===== src/hw/rtl/hfr_pkg.sv =====
// Shared types and constants for the HDLC frame receiver.
package hfr_pkg;

  localparam logic [7:0]  FLAG_OCTET    = 8'h7E;
  localparam logic [7:0]  LEN_HIGH_MASK = 8'h07;
  localparam logic [15:0] TIMEOUT_RESET = 16'd100;
  localparam logic [15:0] TICK_MAX      = 16'hFFFF;
  localparam int          MIN_LENGTH    = 3;
  localparam int          CLOSE_EXTRA   = 2;
  localparam int          QUEUE_DEPTH   = 2;

  typedef enum logic [1:0] {
    ACT_BYTE    = 2'd0,
    ACT_TICK    = 2'd1,
    ACT_CONSUME = 2'd2,
    ACT_READ    = 2'd3
  } act_t;

  typedef enum logic [2:0] {
    ST_NONE    = 3'd0,
    ST_TAKEN   = 3'd1,
    ST_DONE    = 3'd2,
    ST_DISCARD = 3'd3,
    ST_TIMEOUT = 3'd4,
    ST_DROP    = 3'd5
  } status_t;

  typedef enum logic [1:0] {
    PH_IDLE  = 2'd0,
    PH_BODY  = 2'd1,
    PH_CLOSE = 2'd2
  } phase_t;

  typedef struct packed {
    act_t        kind;
    logic [7:0]  data;
    logic [10:0] idx;
    logic        idx_ok;
  } item_t;

  typedef struct packed {
    status_t     status;
    logic        ready;
    logic [11:0] length;
    logic        rd;
  } res_t;

endpackage


===== src/hw/rtl/hfr_front.sv =====
// Input stage: accepts items and classifies the action.
module hfr_front import hfr_pkg::*; #(
  parameter int BUFFER_DEPTH = 2048
) (
  input  logic        clk,
  input  logic        rst,
  input  logic        in_valid,
  output logic        in_stall,
  input  logic [1:0]  action,
  input  logic [7:0]  data_byte,
  input  logic [10:0] read_index,
  output logic        q_valid,
  output item_t       q_item,
  input  logic        q_full
);

  logic  fv;
  item_t f_item;
  item_t f_item_next;

  assign in_stall = fv && q_full;
  assign q_valid  = fv;
  assign q_item   = f_item;

  always_comb begin
    f_item_next.kind   = act_t'(action);
    f_item_next.data   = data_byte;
    f_item_next.idx    = read_index;
    f_item_next.idx_ok = (int'(read_index) < BUFFER_DEPTH);
  end

  always_ff @(posedge clk) begin
    if (rst) begin
      fv <= 1'b0;
    end else if (!in_stall) begin
      fv <= in_valid;
    end
  end

  always_ff @(posedge clk) begin
    if (in_valid && !in_stall) begin
      f_item <= f_item_next;
    end
  end

endmodule


===== config.mk =====
export PLATFORM = sky130hd
export DESIGN_NAME = hfr_front
export DESIGN_NICKNAME = d
export VERILOG_FILES = /design/src/hw/rtl/hfr_pkg.sv /design/src/hw/rtl/hfr_front.sv
export SDC_FILE = /design/constraint.sdc
export NUM_CORES = 1
export LEC_CHECK = 0
export ABC_AREA = 1
export BUFFER_PORTS_ARGS = -buffer_cell sky130_fd_sc_hd__buf_2
export CAP_MARGIN = 20
export CORE_MARGIN = 2
export CORE_UTILIZATION = 40
export CTS_CLUSTER_SIZE = 14
export DETAILED_ROUTE_END_ITERATION = 6
export GPL_TIMING_DRIVEN = 1
export PLACE_DENSITY = 0.9
export SLEW_MARGIN = 20
export SYNTH_ARGS = -nofsm -noshare
export SYNTH_HDL_FRONTEND = slang
export SYNTH_SLANG_ARGS = --single-unit

===== constraint.sdc =====
create_clock -name clk -period 2.2 [get_ports clk]
set_input_delay 0.33 -clock clk [delete_from_list [all_inputs] [get_ports clk]]
set_output_delay 0.33 -clock clk [all_outputs]
set_load 0.1 [all_outputs]

==> run summary <==
DRC -> 0
Post CTS Setup Buffer Count -> 0
die width -> 45.6 um
syn_nets -> 54
GR Util All Layers -> 11.1%
starting density of the core -> 41.3%
worst path required time -> 1.87 ns
final count of hold timing violations -> 0
Gate Count Post-Synth -> 29
initial antenna violation count -> 0
clk_skew -> 0.00824 ns
LEAKAGE -> 0.439 nW
global-route wire length before repair -> 1.57 mm
fin. max-slew vios -> 0
Non-Filler Instances -> 97
top-area cell type share of the netlist area -> 91.3%
CP Capture Type -> primary output
# clock sinks -> 22
Port-buffer cells -> 47
final setup vio count -> 0
PD cells -> 931 nW/um2
clock root buffer -> clkbuf_4
outcome -> finished clean
critical path class -> reg -> out
reg2reg path depth -> 4
vias in the first global route -> 418
DP HPWL -> 843 um
Synth Flop Type -> edfxtp_1
row cnt -> 15
Core Util, Final -> 58.3%
crit-path max FO -> 2
unrepaired setup endpoints after global routing -> no
clk slew on worst S/H paths -> 0.10 ns
layout net count -> 106
most area-consuming cells after synthesis -> edfxtp_1, dfxtp_1, a21oi_2, buf_4, nand2_2
final setup margin -> 0.678 ns
Synthesis Warnings -> 0
I/O pin total -> 49
fraction of registers with async set/reset -> 0%
Setup TNS -> 0 ns
antenna diode count -> 0
first-pass iteration count of the detailed router -> 3
sequential fraction of the synthesis area -> 94.2%
ANT nets after route -> 0
Syn-to-layout area delta -> 40.9%
Syn Area/Cell -> 23.8 um2
Post-Place Cells -> 93
GP Congestion -> 0.606
Max Cap Violations -> 0
Post-CTS Hold Buffers -> 0
worst-skew pair later-pin latency -> 0.29 ns
largest net degree at the start of global routing -> 22
Post-Place Setup Slack -> 0.922 ns
Seq cells post-synth -> 22
die height -> 45.6 um
Synth cell types -> 9
clk buf depth -> 2
vias -> 418
maximum vdd drop -> 0.479 mV
Pwr Total -> 0.906 mW
most common cell in the netlist -> edfxtp_1
cts repair resizes -> 0
cell taking the most area after synthesis -> edfxtp_1
fmax -> 657 MHz
WHS Path Cells -> 2
TritonCTS clock tree -> done
hold crit path type -> in -> reg
fraction of layout cells with a size suffix above 1 -> 68.8%
WL final -> 1.05 mm
CORE AREA -> 1670 um2
minimum clock period -> 1.52 ns
total congestion overflow -> 0
CTS Buf Count -> 3
DR WL/cell -> 10.8 um
Cell Area, Synth -> 691 um2
Post-synth EDFFs -> 21
CP Launch Type -> register
Critical Path AT -> 1.19 ns
Vias/cell -> 4.31
H-tree depth -> 1
Die Footprint -> 2080 um2
crit share post-route -> 69.2%
Iter 0 DRT Violations -> 8
==> routing by layer <==
layer,vias up,part of all wire (%),GRT usage [%]
met5,-,0,0
met3,0,12,2.78
met4,0,0,7.06
met1,183,33,11.0
li1,206,-,-
met2,29,55,20.0
==> per-stage QoR <==
stage,area [um2],hold slack (ns)
CTS,973,0.173
detailed placement,947,0.468
finish,973,0.186
global placement,947,0.458
global route,973,0.170
floorplan,691,0.392
==> power by group <==
group	switching, mW	leakage, nW	total, mW	internal (mW)
registers	0.00519	0.212	0.492	0.487
logic	0.208	0.213	0.242	0.0334
clock network	0.106	0.0154	0.172	0.0659
==> flip-flops by register name, summed over array words and instances, names as in the netlist <==
| name | cells |
|---|---|
| q_item | 21 |
| q_valid | 1 |
==> worst max-delay path: stages (launching register included) <==
cell	delay, ns
dfxtp_1	0.36
nand2_2	0.07
inv_2	0.06
buf_2	0.41
==> worst paths after layout <==
check	startpoint	to	slack [ns]
max reg2reg	q_valid	q_item[10]	1.11
min reg2reg	q_valid	q_valid	0.49
max	q_valid	in_stall	0.68
min	rst	q_valid	0.19
==> layout make-up <==
cell class,count,area (um2)
Fill cell,135,697
Sequential cell,22,651
Timing Repair Buffer,48,243
Multi-Input combinational cell,4,25.0
Clock buffer,3,22.5
Tap cell,17,21.3
Inverter,2,7.51
Clock inverter,1,3.75
==> placed cells by master, fill, tap and decap left out, drive strengths merged <==
cell type  instances
nand2              1
edfxtp            21
a21oi              1
conb               1
buf               48
nor2               1
clkbuf             3
inv                2
clkinv             1
dfxtp              1
==> kinds of logic (layout without fill, tap and decap cells) <==
logic type             Yosys count  in the layout  share of synthesized area, %
AO/OA/AOI/OAI                    1              1                          1.27
buffers and inverters            3             54                          2.17
flip-flops                      22             22                          94.2
other                            1              1                         0.543
AND/OR/NAND/NOR                  2              2                          1.81
No activity file was read; power rests on OpenSTA's default activity.
