### src/hw/rtl/hfr_pkg.sv
// Shared types and constants for the HDLC frame receiver.
package hfr_pkg;

  localparam logic [7:0]  FLAG_OCTET    = 8'h7E;
  localparam logic [7:0]  LEN_HIGH_MASK = 8'h07;
  localparam logic [15:0] TIMEOUT_RESET = 16'd100;
  localparam logic [15:0] TICK_MAX      = 16'hFFFF;
  localparam int          MIN_LENGTH    = 3;
  localparam int          CLOSE_EXTRA   = 2;
  localparam int          QUEUE_DEPTH   = 2;

  typedef enum logic [1:0] {
    ACT_BYTE    = 2'd0,
    ACT_TICK    = 2'd1,
    ACT_CONSUME = 2'd2,
    ACT_READ    = 2'd3
  } act_t;

  typedef enum logic [2:0] {
    ST_NONE    = 3'd0,
    ST_TAKEN   = 3'd1,
    ST_DONE    = 3'd2,
    ST_DISCARD = 3'd3,
    ST_TIMEOUT = 3'd4,
    ST_DROP    = 3'd5
  } status_t;

  typedef enum logic [1:0] {
    PH_IDLE  = 2'd0,
    PH_BODY  = 2'd1,
    PH_CLOSE = 2'd2
  } phase_t;

  typedef struct packed {
    act_t        kind;
    logic [7:0]  data;
    logic [10:0] idx;
    logic        idx_ok;
  } item_t;

  typedef struct packed {
    status_t     status;
    logic        ready;
    logic [11:0] length;
    logic        rd;
  } res_t;

endpackage

### src/hw/rtl/hfr_queue.sv
// Short item queue between the classify stage and the execute stage.
module hfr_queue import hfr_pkg::*; (
  input  logic  clk,
  input  logic  rst,
  input  logic  push_valid,
  input  item_t push_item,
  output logic  full,
  input  logic  pop,
  output logic  head_valid,
  output item_t head_item
);

  localparam int PW = (QUEUE_DEPTH > 1) ? $clog2(QUEUE_DEPTH) : 1;
  localparam int CW = $clog2(QUEUE_DEPTH + 1);

  item_t           entries [QUEUE_DEPTH];
  logic [PW-1:0]   wr_ptr;
  logic [PW-1:0]   rd_ptr;
  logic [CW-1:0]   count;
  logic            push_ok;
  logic            pop_ok;

  assign full       = (count == CW'(QUEUE_DEPTH));
  assign head_valid = (count != '0);
  assign head_item  = entries[rd_ptr];
  assign push_ok    = push_valid && !full;
  assign pop_ok     = pop && head_valid;

  always_ff @(posedge clk) begin
    if (rst) begin
      wr_ptr <= '0;
      rd_ptr <= '0;
      count  <= '0;
    end else begin
      if (push_ok) begin
        wr_ptr <= (wr_ptr == PW'(QUEUE_DEPTH - 1)) ? '0 : wr_ptr + PW'(1);
      end
      if (pop_ok) begin
        rd_ptr <= (rd_ptr == PW'(QUEUE_DEPTH - 1)) ? '0 : rd_ptr + PW'(1);
      end
      unique case ({push_ok, pop_ok})
        2'b10:   count <= count + CW'(1);
        2'b01:   count <= count - CW'(1);
        default: count <= count;
      endcase
    end
  end

  always_ff @(posedge clk) begin
    if (push_ok) begin
      entries[wr_ptr] <= push_item;
    end
  end

endmodule

### config.mk
export PLATFORM = sky130hd
export DESIGN_NAME = hfr_queue
export DESIGN_NICKNAME = d
export VERILOG_FILES = /design/src/hw/rtl/hfr_pkg.sv /design/src/hw/rtl/hfr_queue.sv
export SDC_FILE = /design/constraint.sdc
export NUM_CORES = 1
export LEC_CHECK = 0
export ABC_AREA = 1
export BUFFER_PORTS_ARGS = -buffer_cell sky130_fd_sc_hd__buf_2
export CORE_UTILIZATION = 51
export CTS_CLUSTER_SIZE = 10
export DETAILED_ROUTE_END_ITERATION = 16
export GPL_ROUTABILITY_DRIVEN = 1
export PLACE_DENSITY = 0.77
export SYNTH_ARGS = -nofsm -noshare
export SYNTH_HDL_FRONTEND = slang
export SYNTH_SLANG_ARGS = --single-unit
### constraint.sdc
create_clock -name clk -period 2.4 [get_ports clk]
set_clock_uncertainty 0.2 [all_clocks]
set_input_delay 0.12 -clock clk [delete_from_list [all_inputs] [get_ports clk]]
set_output_delay 0.12 -clock clk [all_outputs]
set_load 0.02 [all_outputs]
==> out/summary.txt, run 1 <==
crit path launch type - flip-flop
number of nets at the end of the flow - 221
share of cells above drive strength 1 - 47.2%
ys async rst share - 0%
Synth Flop Type - edfxtp_1
row count - 22
core area - 3660 µm²
CTS clk-pin slew, worst paths - 0.08 ns
#FFs+latches synth - 49
HPWL after detailed placement - 2210 µm
power per cell area - 865 nW/µm²
CP Max Fanout - 4
Crit path required time - 2.39 ns
Mapped Cells - 108
Achievable Freq - 457 MHz
first-pass GRT wire length - 5400 µm
# fillers - 234
chip width - 63.7 µm
GPL Wtd Cong - 0.674
max-cap violation count - 0
Yosys Warn Count - 0
sequential area share after synthesis - 73.3%
Area growth syn-to-layout - 36.1%
Synth cell types - 17
Final Hold Fails - 0
drt drc - 0
met2 wire length - 1800 µm
Port Buf Inserts - 49
I/O pin count - 50
Pre-Repair DR Iteration Count - 4
Syn Nets - 135
via count - 1,131
# H-tree levels - 2
number of setup violations in the final report - 0
Max VDD drop - 0.524 mV
GRT overflow - 0
Pwr Total - 2280 µW
ANT nets after route - 0
syn avg cell area - 18.0 µm²
Crit path arrival time - 2.17 ns
initial antenna violation count - 0
ANT cells - 0
Top Layer Used - met4
crit end category - flip-flop
clk root buf - clkbuf_8
Die ar. - 4050 µm²
Sink Count - 49
wire length on met3 - 128 µm
clk_lat worst skew - 0.29 ns
post-CTS sizing - 0
area leader, netlist - edfxtp_1
Post-Place Setup Slack - 0.582 ns
CTS tree - yes
setup ws final - 0.213 ns
ranking of synthesized cells by area - edfxtp_1 (68%), mux2_4 (15%), dfxtp_1 (5.2%)
status - finished, final reports clean
length of routed wiring on met1 - 1300 µm
slew margin rel. - 62.4%
Routed Wire Length - 3280 µm
Hold/Removal Path Class - reg -> reg
Max Slew Vio Count - 0
leakage - 0.00110 µW
EDFF count, synth - 44
vias in the first global route - 1,173
die extent in y - 63.7 µm
most common cell in the netlist - edfxtp_1
register area - 1420 µm²
Yosys top cell area share - 68.1%
Synth Cell Area - 1940 µm²
Total GRT Usage - 18.6%
synth cell count leaders - edfxtp_1 (44), mux2_4 (20), nor2_1 (10)
period utilization - 91.1%
footprint of the multi-input gates - 460 µm²
Tmin final - 2.19 ns
final core utilization - 72.1%
critical path type - reg -> reg
Slew @ Worst Pin - 0.564 ns
clock tree buffer depth - 2
drt wl/cell - 13.5 µm
largest net degree at the start of global routing - 15
setup TNS - 0 ns
RSZ-0062 raised after global routing - false
Vias/cell - 4.65
number of DRC markers in iteration 0 - 33
initial core utilization - 53.0%
TritonCTS buffer count - 5
==> area by class of cell <==
| type | count | area share [%] |
|---|---|---|
| clock buffers | 6 | 2.75 |
| clock inverters | 2 | 1.28 |
| inverters | 10 | 1.42 |
| multi-input cells | 47 | 17.4 |
| flip-flops and latches | 49 | 53.9 |
| well taps | 48 | 2.28 |
| repair buffers | 81 | 21.0 |
==> state kept, by name, summed over array words and instances (netlist names), named ones only <==
name / count
entries: 44
count: 2
rd_ptr: 1
wr_ptr: 1
==> through the flow <==
stage,cells,cell area [µm²],hold WS [ns]
floorplan,108,1940,0.0189
global placement,208,2260,0.109
detailed placement,208,2260,0.113
CTS,243,2640,0.323
global route,243,2640,0.343
finish,243,2640,0.332
==> worst max-delay path, stage by stage, from the launching register on <==
cell	delay [ns]
dfxtp_1	0.40
inv_2	0.09
nand2_4	0.08
nand2_4	0.05
o21ai_2	0.09
dlygate4sd3_1	0.57
nor2_1	0.05
dlygate4sd3_1	0.55
==> worst paths after layout <==
path              startpoint  slack, ns       end  cells past startpoint
hold / removal      count[1]       0.33  count[1]                      2
setup reg to reg    count[0]       0.21    rd_ptr                      7
hold reg to reg     count[1]       0.33  count[1]                      2
setup / recovery    count[0]       0.21    rd_ptr                      7
==> report_power, final <==
group	switching, µW	internal (µW)	leakage, µW
combinational	336	296	0.000599
sequential	52.2	1040	0.000453
clock	250	307	0.0000528
==> cell families after synthesis <==
kind of cell / count (synthesis) / share of synthesized area [%]
flops: 49 / 73.3
mux: 22 / 16.6
simple gates: 21 / 5.36
buf+inv: 12 / 3.10
compound gates: 3 / 0.967
fa+ha+maj: 1 / 0.645
==> metal layers <==
layer	vias up	track usage (%)
met1	532	20.2
li1	561	-
met3	6	5.43
met5	-	0
met4	0	7.67
met2	32	33.5
==> layout by cell type, fill, tap and decap left out, types with 2 or more instances in the layout <==
master and count:
clkbuf_8 5, buf_4 5, nor2_1 9, inv_1 7, mux2_4 20, buf_2 49, dfxtp_1 5, nor2_2 3
nand2_4 2, inv_2 3, edfxtp_1 44, dlygate4sd3_1 27, nand2_1 5, mux2_2 2
==> timing repair <==
item                      in CTS  in global routing
hold buffers                  27                  0
buffers inserted               0                  0
hold endpoints to repair      49                  0
No activity file was read; power rests on OpenSTA's default activity.
==> run 2: changes to the inputs <==
RECOVER_POWER = 100   (was unset)
==> run 2 against run 1 <==
Compared with the run above: register-to-register slack worse by 0.04 ns; fmax down 1.9%; design area decreased by 3.1%; critical endpoint unchanged.
==> out/summary.txt, run 2 (same netlist as run 1, synthesis figures left out) <==
HPWL after detailed placement - 2210 µm
number of DRC markers in iteration 0 - 39
drt wl/cell - 13.6 µm
most common cell after layout, fill and taps aside - edfxtp_1
number of setup violations in the final report - 0
chip width - 63.7 µm
RSZ-0062 raised after global routing - false
core area - 3660 µm²
clk root buf - clkbuf_8
GPL Wtd Cong - 0.674
power per cell area - 870 nW/µm²
first-pass GRT wire length - 5400 µm
drt drc - 0
Vias/cell - 4.67
CTS clk-pin slew, worst paths - 0.08 ns
Achievable Freq - 449 MHz
cell-by-cell trace of the critical path - inv_1 > nand2_4 > nand2_4 > o21ai_2 > dlygate4sd3_1 > nor2_1 > dlygate4sd3_1
number of nets at the end of the flow - 221
CTS tree - yes
crit path launch type - flip-flop
Max Slew Vio Count - 0
clock tree buffer depth - 2
Die ar. - 4050 µm²
Area growth syn-to-layout - 31.8%
Hold/Removal Path Class - reg -> reg
max-cap violation count - 0
Slew @ Worst Pin - 0.706 ns
critical path type - reg -> reg
ANT nets after route - 0
Sink Count - 49
CP Max Fanout - 4
postcts setup bufs - 0
Pre-Repair DR Iteration Count - 4
Final Hold Fails - 0
leakage - 0.000991 µW
ANT cells - 0
biggest regs - entries x44, count x2
slew margin rel. - 52.7%
largest net degree at the start of global routing - 15
initial antenna violation count - 0
TritonCTS buffer count - 5
row count - 22
status - finished, final reports clean
period utilization - 92.8%
CP max stage cell - dlygate4sd3_1
vias in the first global route - 1,173
share of cells above drive strength 1 - 26.2%
GRT overflow - 0
number of flip-flops in the largest register - 44
delay-heaviest family, CP - buffers and inverters
clk_lat worst skew - 0.29 ns
Total GRT Usage - 18.6%
final core utilization - 69.8%
Routed Wire Length - 3310 µm
setup TNS - 0 ns
Tmin final - 2.23 ns
WP buf/inv - 3
most frequent cells in the layout - edfxtp_1 (44), clkbuf_1 (31), dlygate4sd3_1 (27), buf_2 (18), mux2_4 (13)
# H-tree levels - 2
initial core utilization - 53.0%
crit end category - flip-flop
Max VDD drop - 0.517 mV
I/O pin count - 50
Crit path arrival time - 2.22 ns
Most flops, register - entries
die extent in y - 63.7 µm
Port Buf Inserts - 49
via count - 1,136
# fillers - 268
Crit path required time - 2.39 ns
max incr delay on CP - 0.57 ns
## run 2: cell count changes in the layout (fill, tap and decap cells not counted), sizes merged
| cell | previous run | this run |
|---|---|---|
| clkbuf | 6 | 41 |
| buf | 54 | 19 |
## run 2: per-layer routing
layer  track usage [%]  up-vias  wire length (µm)
met5                 0        -                 0
met1              20.2      533              1340
met3              5.43        6               132
met4              7.67        0                58
li1                  -      563                 -
met2              33.5       34              1780
## run 2: per-stage QoR
stage,setup slack [ns],cell area [µm²],std cells,hold slack (ns),total power (µW)
floorplan,0.178,1940,108,0.0189,1540
global placement,0.647,2260,208,0.109,1680
detailed placement,0.582,2260,208,0.113,1710
CTS,0.248,2640,243,0.323,2300
global route,0.0601,2560,243,0.343,2320
finish,0.172,2560,243,0.320,2220
## run 2: final cells by class
type | instances | area [µm²] | share of cell area, %
tap | 48 | 60.1 | 2.35
sequential | 49 | 1420 | 55.6
clock buffer | 6 | 72.6 | 2.84
inverter | 10 | 37.5 | 1.47
timing repair buffer | 81 | 502 | 19.6
multi-input combinational | 47 | 429 | 16.8
clock inverter | 2 | 33.8 | 1.32
## run 2: power breakdown
part           internal (µW)  total, µW  switching, µW
Sequential              1040       1090           46.6
Clock                    307        555            248
Combinational            242        579            337
## run 2: worst min-delay path, cell delays in order (launching register included)
cell and delay [ns]:
dfxtp_1 0.34, nor2_1 0.10, nor2_1 0.05
## run 2: worst paths after layout
path	cells past startpoint	from	end	slack, ns
min	2	wr_ptr	wr_ptr	0.32
max reg2reg	7	count[0]	rd_ptr	0.17
min reg2reg	2	wr_ptr	wr_ptr	0.32
max	7	count[0]	rd_ptr	0.17
## run 2: repair_timing
action                    CTS  global route
gates resized for setup     0             0
hold endpoints to repair   49             0
hold buffers               27             0
